--- config.mk ---
export PLATFORM = sky130hd
export DESIGN_NAME = gcib_mul
export DESIGN_NICKNAME = d
export VERILOG_FILES = /design/src/rtl/gcib_pkg.sv /design/src/rtl/gcib_mul.sv
export SDC_FILE = /design/constraint.sdc
export NUM_CORES = 2
export LEC_CHECK = 0
export ABC_CLOCK_PERIOD_IN_PS = 11600
export BUFFER_PORTS_ARGS = -buffer_cell sky130_fd_sc_hd__clkbuf_2
export CAP_MARGIN = 20
export CORE_MARGIN = 2
export CORE_UTILIZATION = 60
export DETAILED_ROUTE_END_ITERATION = 7
export GPL_TIMING_DRIVEN = 0
export HOLD_SLACK_MARGIN = 0.03
export PLACE_DENSITY = 0.82
export SLEW_MARGIN = 20
export SYNTH_ARGS = -nofsm -noshare
export SYNTH_HDL_FRONTEND = slang
export SYNTH_SLANG_ARGS = --single-unit
--- constraint.sdc ---
create_clock -name clk -period 11.6 [get_ports clk]
set_input_delay 0.58 -clock clk [delete_from_list [all_inputs] [get_ports clk]]
set_output_delay 0.58 -clock clk [all_outputs]
set_load 0.05 [all_outputs]
--- src/rtl/gcib_pkg.sv ---
// ----------------------------------------------------------------------------
// gcib_pkg
// Shared constants, types and tables of the great-circle bearing pipeline.
// ----------------------------------------------------------------------------
package gcib_pkg;

    // CORDIC depth and internal precision.
    localparam int CORDIC_STAGES  = 24;
    localparam int INTERNAL_WIDTH = 32;
    localparam int FRAC_BITS      = INTERNAL_WIDTH - 2;

    // Datapath widths.
    localparam int ANG_W  = 32;
    localparam int XY_W   = INTERNAL_WIDTH + 2;
    localparam int AT_W   = INTERNAL_WIDTH + 5;
    localparam int Z_W    = ANG_W + 2;
    localparam int CDEG_W = 16;
    localparam int LAT_W  = 31;
    localparam int LON_W  = 32;

    typedef logic [ANG_W-1:0]         ang_t;
    typedef logic signed [XY_W-1:0]   xy_t;
    typedef logic signed [AT_W-1:0]   at_t;
    typedef logic signed [Z_W-1:0]    zrot_t;
    typedef logic [CDEG_W-1:0]        cdeg_t;

    localparam ang_t HALF_TURN    = ang_t'(32'h8000_0000);
    localparam ang_t QUARTER_TURN = ang_t'(32'h4000_0000);

    // CORDIC start value: 1/gain scaled to FRAC_BITS, rounded.
    localparam logic [63:0] INV_GAIN_Q32 = 64'd2608131496;
    localparam xy_t START_GAIN = xy_t'((FRAC_BITS >= 32) ?
        (INV_GAIN_Q32 << ((FRAC_BITS >= 32) ? (FRAC_BITS - 32) : 0)) :
        ((INV_GAIN_Q32 + (64'd1 << ((FRAC_BITS < 32) ? (31 - FRAC_BITS) : 0)))
            >> ((FRAC_BITS < 32) ? (32 - FRAC_BITS) : 0)));

    // atan(2^-i) as a binary angle.
    localparam int ATAN_ENTRIES = 40;
    localparam ang_t ATAN_BAM [ATAN_ENTRIES] = '{
        32'd536870912, 32'd316933406, 32'd167458907, 32'd85004756, 32'd42667331,
        32'd21354465,  32'd10679838,  32'd5340245,   32'd2670163,  32'd1335087,
        32'd667544,    32'd333772,    32'd166886,    32'd83443,    32'd41722,
        32'd20861,     32'd10430,     32'd5215,      32'd2608,     32'd1304,
        32'd652,       32'd326,       32'd163,       32'd81,       32'd41,
        32'd20,        32'd10,        32'd5,         32'd3,        32'd1,
        32'd1,         32'd0,         32'd0,         32'd0,        32'd0,
        32'd0,         32'd0,         32'd0,         32'd0,        32'd0
    };

    // Conversion of 1e-7 degree units to a binary angle.
    // angle = mag + floor((mag * CONV_K + CONV_C) / CONV_D), where
    // CONV_D * 1024 is one turn in input units.
    localparam int          CONV_B_W = 51;
    localparam int          CONV_Q_W = 29;
    localparam int          CONV_R_W = 24;
    localparam int          CONV_S   = 51;
    localparam logic [63:0] CONV_K   = 64'd678679;
    localparam logic [63:0] CONV_C   = 64'd1757812;
    localparam logic [63:0] CONV_D   = 64'd3515625;
    localparam logic [63:0] CONV_M   = 64'd640511947;
    localparam int          CONV_PH_W = 49;
    localparam int          CONV_PL_W = 62;

    // Output scaling.
    localparam logic [47:0] CDEG_PER_TURN = 48'd36000;

    // Pipeline latencies of the units.
    localparam int ANG_LAT    = 5;
    localparam int SINCOS_LAT = CORDIC_STAGES + 2;
    localparam int MUL_LAT    = 2;
    localparam int ATAN_LAT   = CORDIC_STAGES + 2;

endpackage

--- src/rtl/gcib_mul.sv ---
// ----------------------------------------------------------------------------
// gcib_mul
// Two-stage fixed-point multiply with sign-magnitude rounding.
// ----------------------------------------------------------------------------
module gcib_mul
    import gcib_pkg::*;
(
    input  logic clk,
    input  xy_t  a,
    input  xy_t  b,
    output xy_t  p
);

    logic [XY_W-1:0]   ua_next, ub_next;
    logic [2*XY_W-1:0] prod_reg, rnd_next;
    logic              neg_reg;
    xy_t               mag_next, p_reg;

    // Stage 1: product of the magnitudes.
    always_comb
    begin
        ua_next = a[XY_W-1] ? (XY_W'(0) - $unsigned(a)) : $unsigned(a);
        ub_next = b[XY_W-1] ? (XY_W'(0) - $unsigned(b)) : $unsigned(b);
    end

    // Stage 2: round half up, drop the fraction, restore the sign.
    always_comb
    begin
        rnd_next = (prod_reg + ((2*XY_W)'(1) << (FRAC_BITS - 1))) >> FRAC_BITS;
        mag_next = xy_t'(rnd_next);
    end

    always_ff @(posedge clk)
    begin
        neg_reg  <= a[XY_W-1] ^ b[XY_W-1];
        prod_reg <= (2*XY_W)'(ua_next) * (2*XY_W)'(ub_next);
        p_reg    <= neg_reg ? -mag_next : mag_next;
    end

    assign p = p_reg;

endmodule

==> results.cfg <==
[setup_path]
worst_setup_path_end_kind = flip-flop
critPathLaunchType = primary input
critPathKind = primary input to flip-flop
cp_max_fo = 10
critPathTopFamily = adder cells
reg2reg_from = prod_reg[29]
crit_required_ns = 11.77
cp-startpoint = a[20]
max_stage_delay_ns = 0.73
crit_top_cell = fa_1
worstPathArrival_ns = 11.76
slowest_stage = clkbuf_1
crit_buf_inv = 8

[cts]
hold_buffers = 0
h-tree-depth = 3
clk_pin_slew_ns = 0.06
cts_root_buf = clkbuf_16
cts_buffer_depth = 2
cts-buffers-inserted = 9
clk_latency_ns = 0.33
cts_sinks = 70
cts_tree = done

[routing]
routed_wl_mm = 143
drt_pre_antenna_iters = 8
routedWlPerCell_um = 25.5
vias_per_cell = 6.01
drc = 1
vias = 33600
antenna_left = 0
drtIter0Drc = 3682

[place]
dp_hpwl_mm = 121
dpl.cell_count = 5577
port_buffers = 95
place_congestion = 1.12

[grt]
grt_pass1_vias = 34600
met3_usage_pct = 17.2
grt_busiest_layer = met2
use_met1_pct = 50.7
grt_pass1_wl_mm = 210
antenna_found_initial = 8
grt_max_degree = 20
grt_overflow = 0
grtUsageMet2_pct = 63.1
track_usage_pct = 43.0

[cells_and_area]
nets = 6065
area.growth.synth_to_final_pct = 7.15
drive_above_1_share_pct = 6.24
fin_cells = 5597
final_common_cell = inv_1
largest_register_ffs = 35
final_cell_mix = inv_1 (1102), fa_1 (1014), nand2_1 (669)

[sta]
setup_viol = 0
finClkSkew_ns = 0.00494
hold_viol = 0
period_share_pct = 99.9
slew_headroom_pct = 9.08
period_needed_ns = 11.59
slew_viol_final = 0
final.setup.tns_ns = 0
clock.fmax_mhz = 86.3
worst_pin_slew_ns = 1.35

[floorplan]
die_area_mm2 = 0.0681
rows = 94
start_util_pct = 60.5
dieHeight_um = 261
die_w_um = 261
top_level_ports = 103
fp.coreArea_mm2 = 0.0655

[synthesis]
synthCells = 4594
synth_cell_types = 74
synth_area_mm2 = 0.0396
yosys_warnings = 0
synth_area_leader_cell = fa_1
ys.flop_type = dfxtp_1
avgSynthCellArea_um2 = 8.62
ys_ff_latch = 70
synth_seq_area_share_pct = 3.54
ys_top_cells_by_area = fa_1 (51%), inv_1 (10%), ha_1 (8.1%)
synth.top_cell.area_share_pct = 51.3
syn_nets = 5933
synthArstFlopShare_pct = 0
synth_edf_count = 0

[run_status]
violations = DRC
status = finished with violations

[job]
cap_violations = 0

[min_path]
hold_class = flip-flop to flip-flop
min_from = prod_reg[63]
routing by layer:
layer,vias up,share of wire [%]
met1,16600,32
met2,2618,42
met5,-,0.037
li1,13600,-
met4,8,10
met3,809,15
worst register-to-register path, stage by stage, from the launching register on:
cell       delay [ns]
dfxtp_1          0.46
ha_1             0.19
buf_4            0.17
nand4_2          0.22
nor3_2           0.56
nor4b_4          0.49
and2_1           0.26
nand3_1          0.16
a2111oi_2        0.49
nand3_1          0.17
nand2b_1         0.22
o31ai_2          0.29
xnor2_1          0.14
layout make-up:
class	instances	area, um^2
clock inverters	6	62.6
multi-input cells	3212	33800
clock buffers	10	229
inverters	1103	4140
plain buffers	201	843
repair buffers	129	832
fillers	5287	23100
diodes	2	5.00
flip-flops and latches	70	1400
well taps	864	1080
cells by family after synthesis:
| logic type | after synthesis | share of synthesized area (%) |
|---|---|---|
| XOR/XNOR | 228 | 5.04 |
| buffers and inverters | 1312 | 12.5 |
| multiplexers | 5 | 0.126 |
| AND/OR/NAND/NOR | 1466 | 15.4 |
| flip-flops | 70 | 3.54 |
| adder cells (fa/ha/maj) | 1270 | 59.3 |
| AO/OA/AOI/OAI | 243 | 4.10 |
synth_stat cells (3+ instances only):
cell and instances:
nand2_1 669, o31ai_1 27, inv_1 1102, and3_1 14, dfxtp_1 70, mux2i_1 5
buf_2 10, xor2_1 87, or3_1 12, o41ai_2 3, clkbuf_1 193, ha_1 256
and4_1 5, o21ai_1 4, a31o_2 3, or4_1 7, nand2b_1 21, a31oi_1 10
o21a_1 5, and2_1 33, nor2b_1 8, or2_2 7, fa_1 1014, buf_1 3
xnor2_1 141, nand3_1 34, o211ai_1 5, o41ai_1 7, a21o_1 26, o21ai_0 59
nor2_1 582, a211oi_1 6, o21bai_1 8, nand4_1 18, a21oi_1 54, nor4_1 13
nor3_1 26
path summary, 6_finish.rpt:
check | to | slack (ns) | cells after the start
worst max register to register | p[33] | 7.71 | 12
worst min-delay path | p[33] | 0.56 | 2
worst max-delay path | prod_reg[48] | 0.01 | 33
worst min register to register | p[33] | 0.56 | 2
what timing repair did:
item / in CTS / in global routing
setup buffers: 0 / 9
pin swaps: 0 / 5
endpoints found under the setup margin: 31 / 22
gates resized for setup: 24 / 99
metrics by stage:
| step | cell area (um^2) | util [%] | hold slack (ns) | setup WS, ns |
|---|---|---|---|---|
| floorplan | 39600 | - | 0.506 | 1.98 |
| global placement | 41200 | 62.8 | 0.543 | -2.12 |
| detailed placement | 41700 | 63.7 | 0.547 | -1.77 |
| CTS | 42100 | 64.2 | 0.558 | 0.0131 |
| global route | 42400 | 64.8 | 0.592 | -0.00590 |
| finish | 42400 | 64.8 | 0.555 | 0.0128 |
Power is left out: the tool's default activity adds up to more than one toggle a clock period on the data nets, which glitch-free logic cannot reach.
