**src/rtl/gcib_pkg.sv**
```systemverilog
// ----------------------------------------------------------------------------
// gcib_pkg
// Shared constants, types and tables of the great-circle bearing pipeline.
// ----------------------------------------------------------------------------
package gcib_pkg;

    // CORDIC depth and internal precision.
    localparam int CORDIC_STAGES  = 24;
    localparam int INTERNAL_WIDTH = 32;
    localparam int FRAC_BITS      = INTERNAL_WIDTH - 2;

    // Datapath widths.
    localparam int ANG_W  = 32;
    localparam int XY_W   = INTERNAL_WIDTH + 2;
    localparam int AT_W   = INTERNAL_WIDTH + 5;
    localparam int Z_W    = ANG_W + 2;
    localparam int CDEG_W = 16;
    localparam int LAT_W  = 31;
    localparam int LON_W  = 32;

    typedef logic [ANG_W-1:0]         ang_t;
    typedef logic signed [XY_W-1:0]   xy_t;
    typedef logic signed [AT_W-1:0]   at_t;
    typedef logic signed [Z_W-1:0]    zrot_t;
    typedef logic [CDEG_W-1:0]        cdeg_t;

    localparam ang_t HALF_TURN    = ang_t'(32'h8000_0000);
    localparam ang_t QUARTER_TURN = ang_t'(32'h4000_0000);

    // CORDIC start value: 1/gain scaled to FRAC_BITS, rounded.
    localparam logic [63:0] INV_GAIN_Q32 = 64'd2608131496;
    localparam xy_t START_GAIN = xy_t'((FRAC_BITS >= 32) ?
        (INV_GAIN_Q32 << ((FRAC_BITS >= 32) ? (FRAC_BITS - 32) : 0)) :
        ((INV_GAIN_Q32 + (64'd1 << ((FRAC_BITS < 32) ? (31 - FRAC_BITS) : 0)))
            >> ((FRAC_BITS < 32) ? (32 - FRAC_BITS) : 0)));

    // atan(2^-i) as a binary angle.
    localparam int ATAN_ENTRIES = 40;
    localparam ang_t ATAN_BAM [ATAN_ENTRIES] = '{
        32'd536870912, 32'd316933406, 32'd167458907, 32'd85004756, 32'd42667331,
        32'd21354465,  32'd10679838,  32'd5340245,   32'd2670163,  32'd1335087,
        32'd667544,    32'd333772,    32'd166886,    32'd83443,    32'd41722,
        32'd20861,     32'd10430,     32'd5215,      32'd2608,     32'd1304,
        32'd652,       32'd326,       32'd163,       32'd81,       32'd41,
        32'd20,        32'd10,        32'd5,         32'd3,        32'd1,
        32'd1,         32'd0,         32'd0,         32'd0,        32'd0,
        32'd0,         32'd0,         32'd0,         32'd0,        32'd0
    };

    // Conversion of 1e-7 degree units to a binary angle.
    // angle = mag + floor((mag * CONV_K + CONV_C) / CONV_D), where
    // CONV_D * 1024 is one turn in input units.
    localparam int          CONV_B_W = 51;
    localparam int          CONV_Q_W = 29;
    localparam int          CONV_R_W = 24;
    localparam int          CONV_S   = 51;
    localparam logic [63:0] CONV_K   = 64'd678679;
    localparam logic [63:0] CONV_C   = 64'd1757812;
    localparam logic [63:0] CONV_D   = 64'd3515625;
    localparam logic [63:0] CONV_M   = 64'd640511947;
    localparam int          CONV_PH_W = 49;
    localparam int          CONV_PL_W = 62;

    // Output scaling.
    localparam logic [47:0] CDEG_PER_TURN = 48'd36000;

    // Pipeline latencies of the units.
    localparam int ANG_LAT    = 5;
    localparam int SINCOS_LAT = CORDIC_STAGES + 2;
    localparam int MUL_LAT    = 2;
    localparam int ATAN_LAT   = CORDIC_STAGES + 2;

endpackage

```
**src/rtl/gcib_ang.sv**
```systemverilog
// ----------------------------------------------------------------------------
// gcib_ang
// Five-stage conversion of a signed 1e-7 degree value into a binary angle.
// ----------------------------------------------------------------------------
module gcib_ang
    import gcib_pkg::*;
(
    input  logic                    clk,
    input  logic signed [ANG_W-1:0] value,
    output ang_t                    ang
);

    logic                neg_a_reg, neg_b_reg, neg_c_reg, neg_d_reg;
    logic [ANG_W-1:0]    mag_next, mag_a_reg, mag_b_reg, mag_c_reg, mag_d_reg;
    logic [CONV_B_W-1:0] b_next, b_a_reg, b_b_reg, b_c_reg;
    logic [CONV_PH_W-1:0] phi_next, phi_reg;
    logic [CONV_PL_W-1:0] plo_next, plo_reg;
    logic [80:0]         sum_next;
    logic [CONV_Q_W-1:0] q_next, q_c_reg, q_d_reg, q_fix;
    logic [CONV_R_W-1:0] rem_next, rem_d_reg;
    ang_t                r_sum, ang_next, ang_reg;

    // Stage A: magnitude and the scaled numerator.
    always_comb
    begin
        mag_next = value[ANG_W-1] ? (ANG_W'(0) - $unsigned(value)) : $unsigned(value);
        b_next   = CONV_B_W'(64'(mag_next) * CONV_K + CONV_C);
    end

    // Stage B: two partial products with the reciprocal.
    always_comb
    begin
        phi_next = CONV_PH_W'(64'(b_a_reg[CONV_B_W-1:32]) * CONV_M);
        plo_next = CONV_PL_W'(64'(b_a_reg[31:0]) * CONV_M);
    end

    // Stage C: quotient estimate, low by at most one.
    always_comb
    begin
        sum_next = {phi_reg, 32'd0} + 81'(plo_reg);
        q_next   = CONV_Q_W'(sum_next >> CONV_S);
    end

    // Stage D: remainder of the estimate.
    always_comb
    begin
        rem_next = CONV_R_W'(b_c_reg - CONV_B_W'(64'(q_c_reg) * CONV_D));
    end

    // Stage E: correct the quotient and restore the sign.
    always_comb
    begin
        q_fix    = q_d_reg + CONV_Q_W'(64'(rem_d_reg) >= CONV_D);
        r_sum    = mag_d_reg + ANG_W'(q_fix);
        ang_next = neg_d_reg ? (ANG_W'(0) - r_sum) : r_sum;
    end

    always_ff @(posedge clk)
    begin
        neg_a_reg <= value[ANG_W-1];
        mag_a_reg <= mag_next;
        b_a_reg   <= b_next;

        neg_b_reg <= neg_a_reg;
        mag_b_reg <= mag_a_reg;
        b_b_reg   <= b_a_reg;
        phi_reg   <= phi_next;
        plo_reg   <= plo_next;

        neg_c_reg <= neg_b_reg;
        mag_c_reg <= mag_b_reg;
        b_c_reg   <= b_b_reg;
        q_c_reg   <= q_next;

        neg_d_reg <= neg_c_reg;
        mag_d_reg <= mag_c_reg;
        q_d_reg   <= q_c_reg;
        rem_d_reg <= rem_next;

        ang_reg   <= ang_next;
    end

    assign ang = ang_reg;

endmodule

```
**config.mk**
```make
export PLATFORM = sky130hd
export DESIGN_NAME = gcib_ang
export DESIGN_NICKNAME = d
export VERILOG_FILES = /design/src/rtl/gcib_pkg.sv /design/src/rtl/gcib_ang.sv
export SDC_FILE = /design/constraint.sdc
export NUM_CORES = 2
export LEC_CHECK = 0
export ABC_AREA = 1
export BUFFER_PORTS_ARGS = -buffer_cell sky130_fd_sc_hd__buf_2
export CORE_MARGIN = 2
export CORE_UTILIZATION = 35
export CTS_CLUSTER_DIAMETER = 50
export DETAILED_ROUTE_END_ITERATION = 7
export GPL_TIMING_DRIVEN = 0
export PLACE_DENSITY_LB_ADDON = 0.25
export SETUP_SLACK_MARGIN = 0.4
export SKIP_LAST_GASP = 1
export SYNTH_ARGS = -nofsm -noshare
export SYNTH_HDL_FRONTEND = slang
export SYNTH_SLANG_ARGS = --single-unit
```
**constraint.sdc**
```tcl
create_clock -name clk -period 8.5 [get_ports clk]
set_clock_uncertainty 0.1 [all_clocks]
set_input_delay 0.85 -clock clk [delete_from_list [all_inputs] [get_ports clk]]
set_output_delay 0.85 -clock clk [all_outputs]
set_load 0.02 [all_outputs]
```
==> run metrics <==
outcome complete, no violations; setup slack, reg-to-reg 0.57 ns; Fin. Hold Viols 0; Detail Route Antenna Nets 0; CTS tree built; Final Instance Count excl. Fillers 9334; Worst Hold Launch mag_a_reg[17]$_DFF_P_; RePlAce Congestion 0.940; Yosys top cell area share 33.2%; placed cells 9193; worst slew pin tran 1.31 ns; number of flops mapped to enable cells by yosys 0; synth top area cells fa_1 (33%), ha_1 (21%), dfxtp_1 (14%); Seq/Total Area, Yosys 13.8%; # DRC 0; antenna violations before repair 19; largest net degree at the start of global routing 16; DR iter-0 viols 2774; flops & latches, synth 420; min Tclk post-route 7.93 ns; Inserted Clock Buffers 57; max reg flops 51; min-delay worst type reg2reg; sequential cell area 0.00844 mm^2; prevailing post-synth register cell dfxtp_1; global-route wire length before repair 274 mm; Multi-input gate area 0.0457 mm^2; via count 43575; Max Slew Vio Count 0; RSZ-0062 raised after global routing yes; IO buf count 64; die span in y 422 um; post-synthesis cell count 6801; r2r worst-path depth 22; final period utilization 93.3%; Overall Global Routing Usage 20.2%; list of most frequent post-synthesis cells inv_1 (1949), fa_1 (1013), ha_1 (1009), nand2_1 (778), dfxtp_1 (420); mean post-synth cell area 8.99 um^2; Cell variety after synth 58; max_cap viols 0; Max Root-Sink Buffers 3; # rows 153; fmax 0.126 GHz; slew margin rel. 12.7%; asr flop ratio synth 0%; Yosys Warn Count 0; Core Area 0.174 mm^2; Avg WL per Cell 19.1 um; Ports 65; Via-to-Cell Ratio 4.67; initial core utilization 35.2%; overall routed net length 179 mm; clk slew on worst S/H paths 0.06 ns; H-tree depth 2; # setup viols final 0; WS Path Type reg2reg; Worst Hold Depth 0; Syn Std Cell Area 0.0611 mm^2; Worst Setup Start Kind flip-flop; Hold EP mag_b_reg[17]$_DFF_P_; syn_nets 8856; layout cells sized above 1 5.62%; Arrival @ worst endpoint 8.33 ns; cell taking the most area after synthesis fa_1; Area growth, synth to finish 9.81%; total iterations of the first detailed-routing run 6; reg2reg start b_a_reg[22]$_DFF_P_; Sink Count 420; worst skew pair latency 0.66 ns; grt ovf 0; die area 0.178 mm^2; nets 9013; Worst Path Required 8.90 ns; Filler Cell Count 17579; CP Capture Type flip-flop; cts-stage hold buffer count 0; placed wire-length estimate 158 mm; crit-path max FO 10; chip width 422 um; most frequent cell after synthesis inv_1; clock root buffer clkbuf_16; reg2reg end plo_reg[50]$_DFF_P_; vias in the first global route 45977
==> cell families after synthesis <==
| group | Yosys count | share of synthesized area (%) |
|---|---|---|
| xor gates and xnor gates | 283 | 4.15 |
| buffers and inverters | 1974 | 12.1 |
| DFF | 420 | 13.8 |
| AOI/OAI and AO/OA | 602 | 5.52 |
| adders and majority gates | 2022 | 53.8 |
| and+or+nand+nor | 1500 | 10.6 |
==> stage by stage <==
stage	instance area [um^2]	setup TNS [ns]	hold WS (ns)	util [%]	worst slack (ns)
2_1_floorplan	61100	0	0.210	-	0.891
3_3_place_gp	64400	-28.28	0.212	37.1	-1.40
3_5_place_dp	64500	-31.32	0.212	37.1	-1.51
4_1_cts	66600	0	0.222	38.4	0.386
5_1_grt	67100	0	0.229	38.7	0.301
6_report	67100	0	0.221	38.7	0.569
==> worst max-delay path by stage <==
stage | from | end | slack [ns] | cells after the start
after floorplan | value[0] | b_a_reg[50]$_DFF_P_ | 0.89 | 35
final | b_a_reg[22]$_DFF_P_ | plo_reg[50]$_DFF_P_ | 0.57 | 22
after detailed placement | value[0] | b_a_reg[50]$_DFF_P_ | -1.51 | 34
after CTS | value[0] | b_a_reg[50]$_DFF_P_ | 0.39 | 37
after global routing | value[0] | b_a_reg[50]$_DFF_P_ | 0.30 | 36
after global placement | value[0] | b_a_reg[50]$_DFF_P_ | -1.40 | 34
==> per-layer routing <==
| layer | global-route usage (%) | vias to the layer above | part of all wire (%) |
|---|---|---|---|
| li1 | - | 21034 | - |
| met1 | 28.6 | 21325 | 47 |
| met2 | 32.7 | 999 | 45 |
| met3 | 2.67 | 213 | 5.9 |
| met4 | 4.91 | 4 | 2.7 |
| met5 | 0 | - | 0.015 |
==> cell type report <==
cell class | instances | area share (%)
Antenna cell | 2 | 0.00745
Buffer | 10 | 0.0727
Clock buffer | 69 | 2.31
Clock inverter | 39 | 0.716
Inverter | 1964 | 11.0
Multi-Input combinational cell | 4407 | 68.1
Sequential cell | 420 | 12.6
Tap cell | 2325 | 4.33
Timing Repair Buffer | 98 | 0.909
==> layout by cell type (no fill, tap or decap), drive strengths merged, types with 19 or more instances in the layout <==
| cell | synthesis | routed |
|---|---|---|
| nand3 | 151 | 151 |
| o21ai | 159 | 159 |
| dfxtp | 420 | 420 |
| clkbuf | 6 | 75 |
| nand4 | 52 | 52 |
| ha | 1009 | 1009 |
| fa | 1013 | 1013 |
| nor2 | 374 | 374 |
| a31oi | 62 | 62 |
| buf | 4 | 102 |
| nand2 | 811 | 811 |
| nor3 | 61 | 61 |
| a21oi | 280 | 280 |
| xor2 | 194 | 194 |
| xnor2 | 89 | 89 |
| nor4 | 23 | 23 |
| inv | 1962 | 1975 |
| a21o | 32 | 32 |
| clkinv | 2 | 19 |
==> critical path: stages, from the launching register on <==
cell and delay [ns]:
dfxtp_1 0.90, fa_1 0.64, fa_1 0.51, inv_1 0.06, fa_1 0.58, fa_1 0.46
fa_1 0.58, inv_1 0.06, fa_1 0.47, inv_1 0.05, fa_1 0.47, fa_1 0.51
inv_1 0.10, ha_1 0.37, a21o_1 0.20, a31oi_1 0.21, o21ai_0 0.12, a21oi_1 0.35
nand3_1 0.28, a21o_1 0.25, nand2_1 0.06, nand2_1 0.06, xor2_1 0.39
==> repair_timing <==
item | CTS | global route
resized for setup | 24 | 67
pin swaps | 2 | 15
endpoints found under the setup margin | 36 | 42
buffers inserted | 5 | 26
Power is left out: the tool's default activity adds up to more than one toggle a clock period on the data nets, which glitch-free logic cannot reach.
